File: src/sv/gbnp_pkg.sv
// Package for the grid bucket nearest point core: sizes, payload structs,
// command/status structs between controller and datapath. No dependencies.
package gbnp_pkg;

   localparam int TileSize     = 50;
   localparam int TilesPerSide = 10;
   localparam int SlotsPerTile = 32;
   localparam int FracBits     = 7;
   localparam int TileCount    = TilesPerSide * TilesPerSide;
   localparam int SlotCount    = TileCount * SlotsPerTile;
   localparam int TileSpan     = TileSize << FracBits;

   localparam int TileW  = $clog2(TilesPerSide);
   localparam int TileIW = $clog2(TileCount);
   localparam int SlotW  = $clog2(SlotsPerTile);
   localparam int FillW  = $clog2(SlotsPerTile + 1);
   localparam int AddrW  = $clog2(SlotCount);

   localparam logic [1:0] OpClear  = 2'd0;
   localparam logic [1:0] OpInsert = 2'd1;
   localparam logic [1:0] OpQuery  = 2'd2;

   localparam logic [1:0] StatOk    = 2'd0;
   localparam logic [1:0] StatFull  = 2'd1;
   localparam logic [1:0] StatEmpty = 2'd2;

   typedef struct packed {
      logic [1:0]  op;
      logic [15:0] pos_x;
      logic [15:0] pos_y;
      logic [10:0] ident;
   } req_type;

   typedef struct packed {
      logic [1:0]  status;
      logic [10:0] near_id;
      logic [15:0] near_x;
      logic [15:0] near_y;
      logic [32:0] dist_sq;
   } rsp_type;

   // controller -> datapath
   typedef struct packed {
      logic              load;      // capture request
      logic              clear;     // zero the fill count at clr_idx
      logic [TileIW-1:0] clr_idx;
      logic              insert;    // write slot, bump fill
      logic              set_tile;  // select search tile (from nb index), read its fill
      logic [3:0]        nb;        // 0 own tile, 1..8 neighbours
      logic              rd;        // read slot
      logic [SlotW-1:0]  slot;
      logic              cmp;       // compare the slot read together with rd
      logic              result;    // build response
   } cmd_type;

   // datapath -> controller
   typedef struct packed {
      logic             tile_ok;   // selected tile inside grid
      logic [FillW-1:0] fill;      // fill of selected tile
      logic             found;
      logic [1:0]       op;
   } stat_type;

   // tile coordinate from a 16-bit position, saturated
   function automatic logic [TileW-1:0] tile_coord(input logic [15:0] p);
      logic [TileW:0] t;
      t = '0;
      for (int i = 1; i < TilesPerSide; i++)
         if (p >= 16'(i * TileSpan)) t = (TileW+1)'(i);
      return t[TileW-1:0];
   endfunction

endpackage

File: src/sv/gbnp_ctrl.sv
// Controller: sequences clear, insert and the tile scans of a query.
// Depends on gbnp_pkg.
module gbnp_ctrl (
   input  logic               clock,
   input  logic               reset,
   input  logic               req_valid,
   output logic               req_stall,
   output logic               rsp_valid,
   input  logic               rsp_stall,
   input  gbnp_pkg::stat_type stat,
   output gbnp_pkg::cmd_type  cmd
);
   typedef enum logic [3:0] {
      IDLE, SEL, CHECK, CLR, SCAN, DRAIN, NEXT, RESULT, OUT
   } state_type;

   state_type state_ff;
   logic [3:0] nb_ff;
   logic [gbnp_pkg::FillW-1:0] cnt_ff;
   logic [gbnp_pkg::TileIW-1:0] clr_ff;
   logic init_ff;
   logic [1:0] drain_ff;
   logic rsp_valid_ff;

   assign req_stall = (state_ff != IDLE);
   assign rsp_valid = rsp_valid_ff;

   always_comb begin
      cmd          = '0;
      cmd.nb       = nb_ff;
      cmd.slot     = cnt_ff[gbnp_pkg::SlotW-1:0];
      cmd.load     = (state_ff == IDLE) && req_valid;
      cmd.set_tile = (state_ff == SEL);
      cmd.clear    = (state_ff == CLR);
      cmd.clr_idx  = clr_ff;
      cmd.insert   = (state_ff == CHECK) && (stat.op == gbnp_pkg::OpInsert) &&
                     (stat.fill < gbnp_pkg::FillW'(gbnp_pkg::SlotsPerTile));
      cmd.rd       = (state_ff == SCAN) && stat.tile_ok && (cnt_ff < stat.fill);
      cmd.cmp      = cmd.rd;
      cmd.result   = (state_ff == RESULT);
   end

   always_ff @(posedge clock) begin
      if (reset) begin
         // zero every fill count before taking the first item
         state_ff     <= CLR;
         nb_ff        <= '0;
         cnt_ff       <= '0;
         clr_ff       <= '0;
         init_ff      <= 1'b1;
         drain_ff     <= '0;
         rsp_valid_ff <= 1'b0;
      end else begin
         case (state_ff)
            IDLE: if (req_valid) begin
               state_ff <= SEL;
               nb_ff    <= '0;
            end
            SEL: begin
               if (stat.op == gbnp_pkg::OpQuery)
                  state_ff <= SCAN;
               else if (stat.op == gbnp_pkg::OpClear) begin
                  clr_ff   <= '0;
                  state_ff <= CLR;
               end else
                  state_ff <= CHECK;
            end
            CHECK: state_ff <= RESULT;
            CLR: begin
               if (clr_ff == gbnp_pkg::TileIW'(gbnp_pkg::TileCount - 1)) begin
                  clr_ff   <= '0;
                  init_ff  <= 1'b0;
                  state_ff <= init_ff ? IDLE : RESULT;
               end else
                  clr_ff <= clr_ff + 1'b1;
            end
            SCAN: begin
               // tile outside grid or all its filled slots read: leave it
               if (!stat.tile_ok || cnt_ff >= stat.fill) begin
                  cnt_ff   <= '0;
                  drain_ff <= 2'd3;
                  state_ff <= DRAIN;
               end else
                  cnt_ff <= cnt_ff + 1'b1;
            end
            DRAIN: begin
               if (drain_ff == 2'd0) state_ff <= NEXT;
               else drain_ff <= drain_ff - 1'b1;
            end
            NEXT: begin
               // own tile hit ends the search, else all eight neighbours are scanned
               if ((nb_ff == 4'd0 && stat.found) || nb_ff == 4'd8) state_ff <= RESULT;
               else begin
                  nb_ff    <= nb_ff + 1'b1;
                  state_ff <= SEL;
               end
            end
            RESULT: begin
               state_ff     <= OUT;
               rsp_valid_ff <= 1'b1;
            end
            OUT: if (!rsp_stall) begin
               rsp_valid_ff <= 1'b0;
               state_ff     <= IDLE;
            end
            default: state_ff <= IDLE;
         endcase
      end
   end

   a_valid_out: assert property (@(posedge clock) disable iff (reset)
      rsp_valid_ff |-> state_ff == OUT) else $error("response outside OUT");
   a_nb_range: assert property (@(posedge clock) disable iff (reset)
      nb_ff <= 4'd8) else $error("neighbour index overrun");
   a_one_item: assert property (@(posedge clock) disable iff (reset)
      cmd.load |=> req_stall) else $error("second item taken");
endmodule

File: config.mk
export PLATFORM = sky130hd
export DESIGN_NAME = gbnp_ctrl
export DESIGN_NICKNAME = d
export VERILOG_FILES = /design/src/sv/gbnp_pkg.sv /design/src/sv/gbnp_ctrl.sv
export SDC_FILE = /design/constraint.sdc
export NUM_CORES = 1
export LEC_CHECK = 0
export BUFFER_PORTS_ARGS = -buffer_cell sky130_fd_sc_hd__buf_2
export CAP_MARGIN = 10
export CORE_ASPECT_RATIO = 0.7
export CORE_MARGIN = 1.5
export CORE_UTILIZATION = 48
export CTS_CLUSTER_SIZE = 28
export DETAILED_ROUTE_END_ITERATION = 7
export GPL_TIMING_DRIVEN = 0
export MAX_ROUTING_LAYER = met4
export PLACE_DENSITY = 0.75
export SYNTH_ARGS = -nofsm -noshare
export SYNTH_HDL_FRONTEND = slang
export SYNTH_SLANG_ARGS = --single-unit
File: constraint.sdc
create_clock -name clock -period 1.6 [get_ports clock]
set_input_delay 0 -clock clock [delete_from_list [all_inputs] [get_ports clock]]
set_output_delay 0 -clock clock [all_outputs]
set_load 0.01 [all_outputs]
==> summary.txt <==
Critical path
  • Levels on crit path: 6
  • CP cell instances: nor4b_4 > o2111ai_4 > a21oi_4 > buf_6 > a21oi_2 > a311oi_1
  • Worst Setup EP: cnt_ff[2]
  • Crit path from: state_ff[2]
  • R2r startpoint: state_ff[2]
  • WS Path Type: flop to flop
  • CP endpoint kind: flop
  • R2R Setup Slk: -190 ps
  • Reg-to-Reg End: cnt_ff[2]
  • Worst-path fanout max: 8
  • CP delay by family, top: compound AO/OA/AOI/OAI gates
  • Critical path buffers and inverters: 1
  • CP Launch Type: flop
  • Critical path's largest stage delay: 420 ps
  • Critical path's slowest cell: dfxtp_4
  • Worst-case reg-to-reg path depth: 6
  • Critical path data required time: 1780 ps
  • Crit path DAT: 1960 ps

Synth
  • Synth Area in Simple Gates: 0.308
  • Synth Instances: 207
  • Post-synthesis sequential area ratio: 0.305
  • Mux cell area share after synthesis: 0
  • Complex-gate fraction of the synthesized area: 0.202
  • Seq cells post-synth: 25
  • Yosys warning count: 0
  • Top FF cell, synth: dfxtp_1
  • Synth Net Count: 232
  • Post-Synth XOR/XNOR Area: 0.0160
  • Mean Syn Cell Area: 7.92 um^2
  • Post-synth ARST share: 0
  • Netlist Area Pre-Place: 0.00164 mm^2
  • Post-synth EDFFs: 0
  • Largest family of logic cells by synthesized area: simple AND/OR/NAND/NOR gates
  • Post-synthesis adder-cell area fraction: 0.0840
  • Post-synth cell types: 46

Timing
  • # setup viols final: 16
  • Worst Tran Pin Value: 654 ps
  • Rel. slew slack: 0.561
  • Final Hold Viols: 0
  • Final min period: 1790 ps
  • Worst Skew: 5.89 ps
  • Final WS setup: -188 ps
  • Min Hold Slack: 169 ps
  • RSZ-0062 raised after global routing: yes
  • Peak Freq: 559 MHz
  • Ratio of final minimum period to clock period: 1.12
  • Max-slew violations: 0

Final layout
  • Share of layout cells above drive strength 1: 0.507
  • Multi-input logic area: 0.00126 mm^2
  • Fin util: 0.789
  • Sequential Area: 531 um^2
  • Area growth syn-to-layout: 54.7%
  • Layout fillers: 190
  • N_diodes: 0
  • Final nets: 310

Routing
  • DRC Markers: 0
  • Initial DRT Pass Iterations: 4
  • WL per Instance: 16.2 um
  • Via count: 1894
  • Routed vias/inst: 5.72
  • Final ANT Viol Nets: 0
  • Final wirelength: 5360 um
  • Drt initial violations: 121

Global route
  • Number of global-route vias before repair: 1660
  • First-pass GRT wire length: 7690 um
  • Pin count of the biggest net entering global routing: 15
  • Initial antenna violation count: 0
  • Final global-route overflow total: 0
  • GRT Overall Usage: 0.272

Clock network
  • CTS Sinks: 25
  • Clk root buf: clkbuf_8
  • CTS clock-pin slew for the worst setup and hold paths: 90 ps
  • Clock Tree Buf Depth: 2
  • Inserted Clock Buffers: 3
  • CTS tree: yes
  • Worst-skew pair later-pin latency: 280 ps
  • H-tree levels: 1

Power and ir drop
  • Total power: 3.16 mW
  • Worst ir drop on vdd: 0.696 mV
  • Static Leakage: 1.14 nW
  • Power per Cell Area: 1250 mW/mm^2

Placed design
  • Routability Congestion: 0.886
  • Post-place setup slack: -422 ps
  • Hpwl dp: 2890 um
  • Number of buffers inserted by port buffering: 38

Floorplan
  • Starting Density: 0.510
  • Ports: 39
  • Die area: 0.00378 mm^2
  • Core Area: 0.00321 mm^2
  • Num rows: 17
  • Die X: 72.8 um
  • Chip Height: 51.9 um

Min path
  • Hold WC Path Type: primary input to flop
  • Min-delay src: req_valid

Job
  • Max-cap viol count: 0

Run status
  • Failing checks: negative setup slack
  • Status: finished with violations
==> power by group <==
group,internal (mW),switching [mW],total [mW]
sequential,0.732,0.121,0.852
combinational,0.871,1.04,1.92
clock,0.175,0.217,0.392
total,1.78,1.38,3.16
==> cell usage after synthesis (2+ instances only) <==
cell type / n / area share
a21oi_1: 16 / 0.049
a21oi_2: 2 / 0.011
a311oi_1: 4 / 0.021
buf_4: 6 / 0.027
and3b_1: 2 / 0.011
nor3b_1: 2 / 0.0092
nand2_1: 14 / 0.032
nand2b_1: 7 / 0.027
o21ai_0: 5 / 0.015
o21ai_1: 6 / 0.018
nor2b_1: 5 / 0.019
ha_1: 11 / 0.084
xnor2_1: 3 / 0.016
clkbuf_1: 6 / 0.014
or3_1: 2 / 0.0076
or3b_1: 3 / 0.016
nand2_2: 2 / 0.0076
nand4_1: 2 / 0.0076
nor3_1: 10 / 0.031
and3_1: 4 / 0.015
dfxtp_1: 25 / 0.31
a41oi_1: 2 / 0.011
inv_1: 14 / 0.032
a21o_1: 4 / 0.018
nor2_1: 18 / 0.041
nand3_1: 12 / 0.037
==> how the worst min path moves through the flow <==
stage	cells past startpoint	slack, ps	end
4_1_cts	4	190	nb_ff[2]
5_1_grt	4	200	nb_ff[3]
3_5_place_dp	2	210	cnt_ff[5]
3_3_place_gp	2	210	cnt_ff[5]
6_report	4	170	nb_ff[3]
2_1_floorplan	1	50	cmd[13]
==> layer usage <==
metal	vias up	wire length (um)	share of wire	track usage
met2	101	2480	0.46	0.422
met1	884	2240	0.42	0.360
met4	0	191	0.036	0.0723
met3	23	450	0.084	0.0640
met5	-	0	0	-
li1	886	-	-	-
==> cell type report <==
| cell class | count | area share |
|---|---|---|
| multi-input cells | 153 | 0.498 |
| flip-flops and latches | 25 | 0.209 |
| repair buffers | 73 | 0.188 |
| plain buffers | 14 | 0.0415 |
| well taps | 47 | 0.0232 |
| inverters | 15 | 0.0222 |
| clock buffers | 3 | 0.0163 |
| clock inverters | 1 | 0.00197 |
==> state kept, by name, indices dropped and copies added, names as in the netlist <==
name,cells
clr_ff,7
cnt_ff,6
nb_ff,4
state_ff,4
drain_ff,2
init_ff,1
rsp_valid,1
==> logic make-up after synthesis <==
family / after synthesis
simple gates: 90
buf+inv: 29
compound gates: 49
fa+ha+maj: 11
flops: 25
xor+xnor: 3
==> placed cells by master (no fill, tap or decap), types with 5 or more instances in the layout <==
cell	instances
dfxtp_1	13
inv_1	13
clkbuf_8	5
nor3_1	8
a21oi_1	10
ha_1	7
nand2_1	12
buf_2	38
o21ai_1	5
a21oi_2	7
dfxtp_4	6
dfxtp_2	6
nand3_1	10
buf_6	5
nor2_4	5
nand2b_1	5
nor2_1	10
buf_4	36
==> repair_timing <==
action / 4_1_cts / 5_1_grt
hold buffers: 2 / 0
gates cloned: 2 / 0
resized for setup: 36 / 38
buffers inserted: 27 / 7
hold endpoints to repair: 2 / 0
setup endpoints to repair: 25 / 26
pin swaps: 11 / 16
==> worst reg2reg max path: cells and delay by family, from the launching register on <==
| kind | cells | cell delay [ps] |
|---|---|---|
| flops | 1 | 420 |
| simple gates | 1 | 310 |
| buf+inv | 1 | 180 |
| compound gates | 4 | 770 |
==> metrics by stage <==
step	cell area, um^2	setup TNS, ps	std cells
after floorplan	1680	-83.3	207
after global placement	1930	-4060	292
after detailed placement	1930	-4620	292
after CTS	2350	-961	325
after global routing	2530	-2770	331
final	2530	-1850	331
Power figures use the tool's default switching activity.
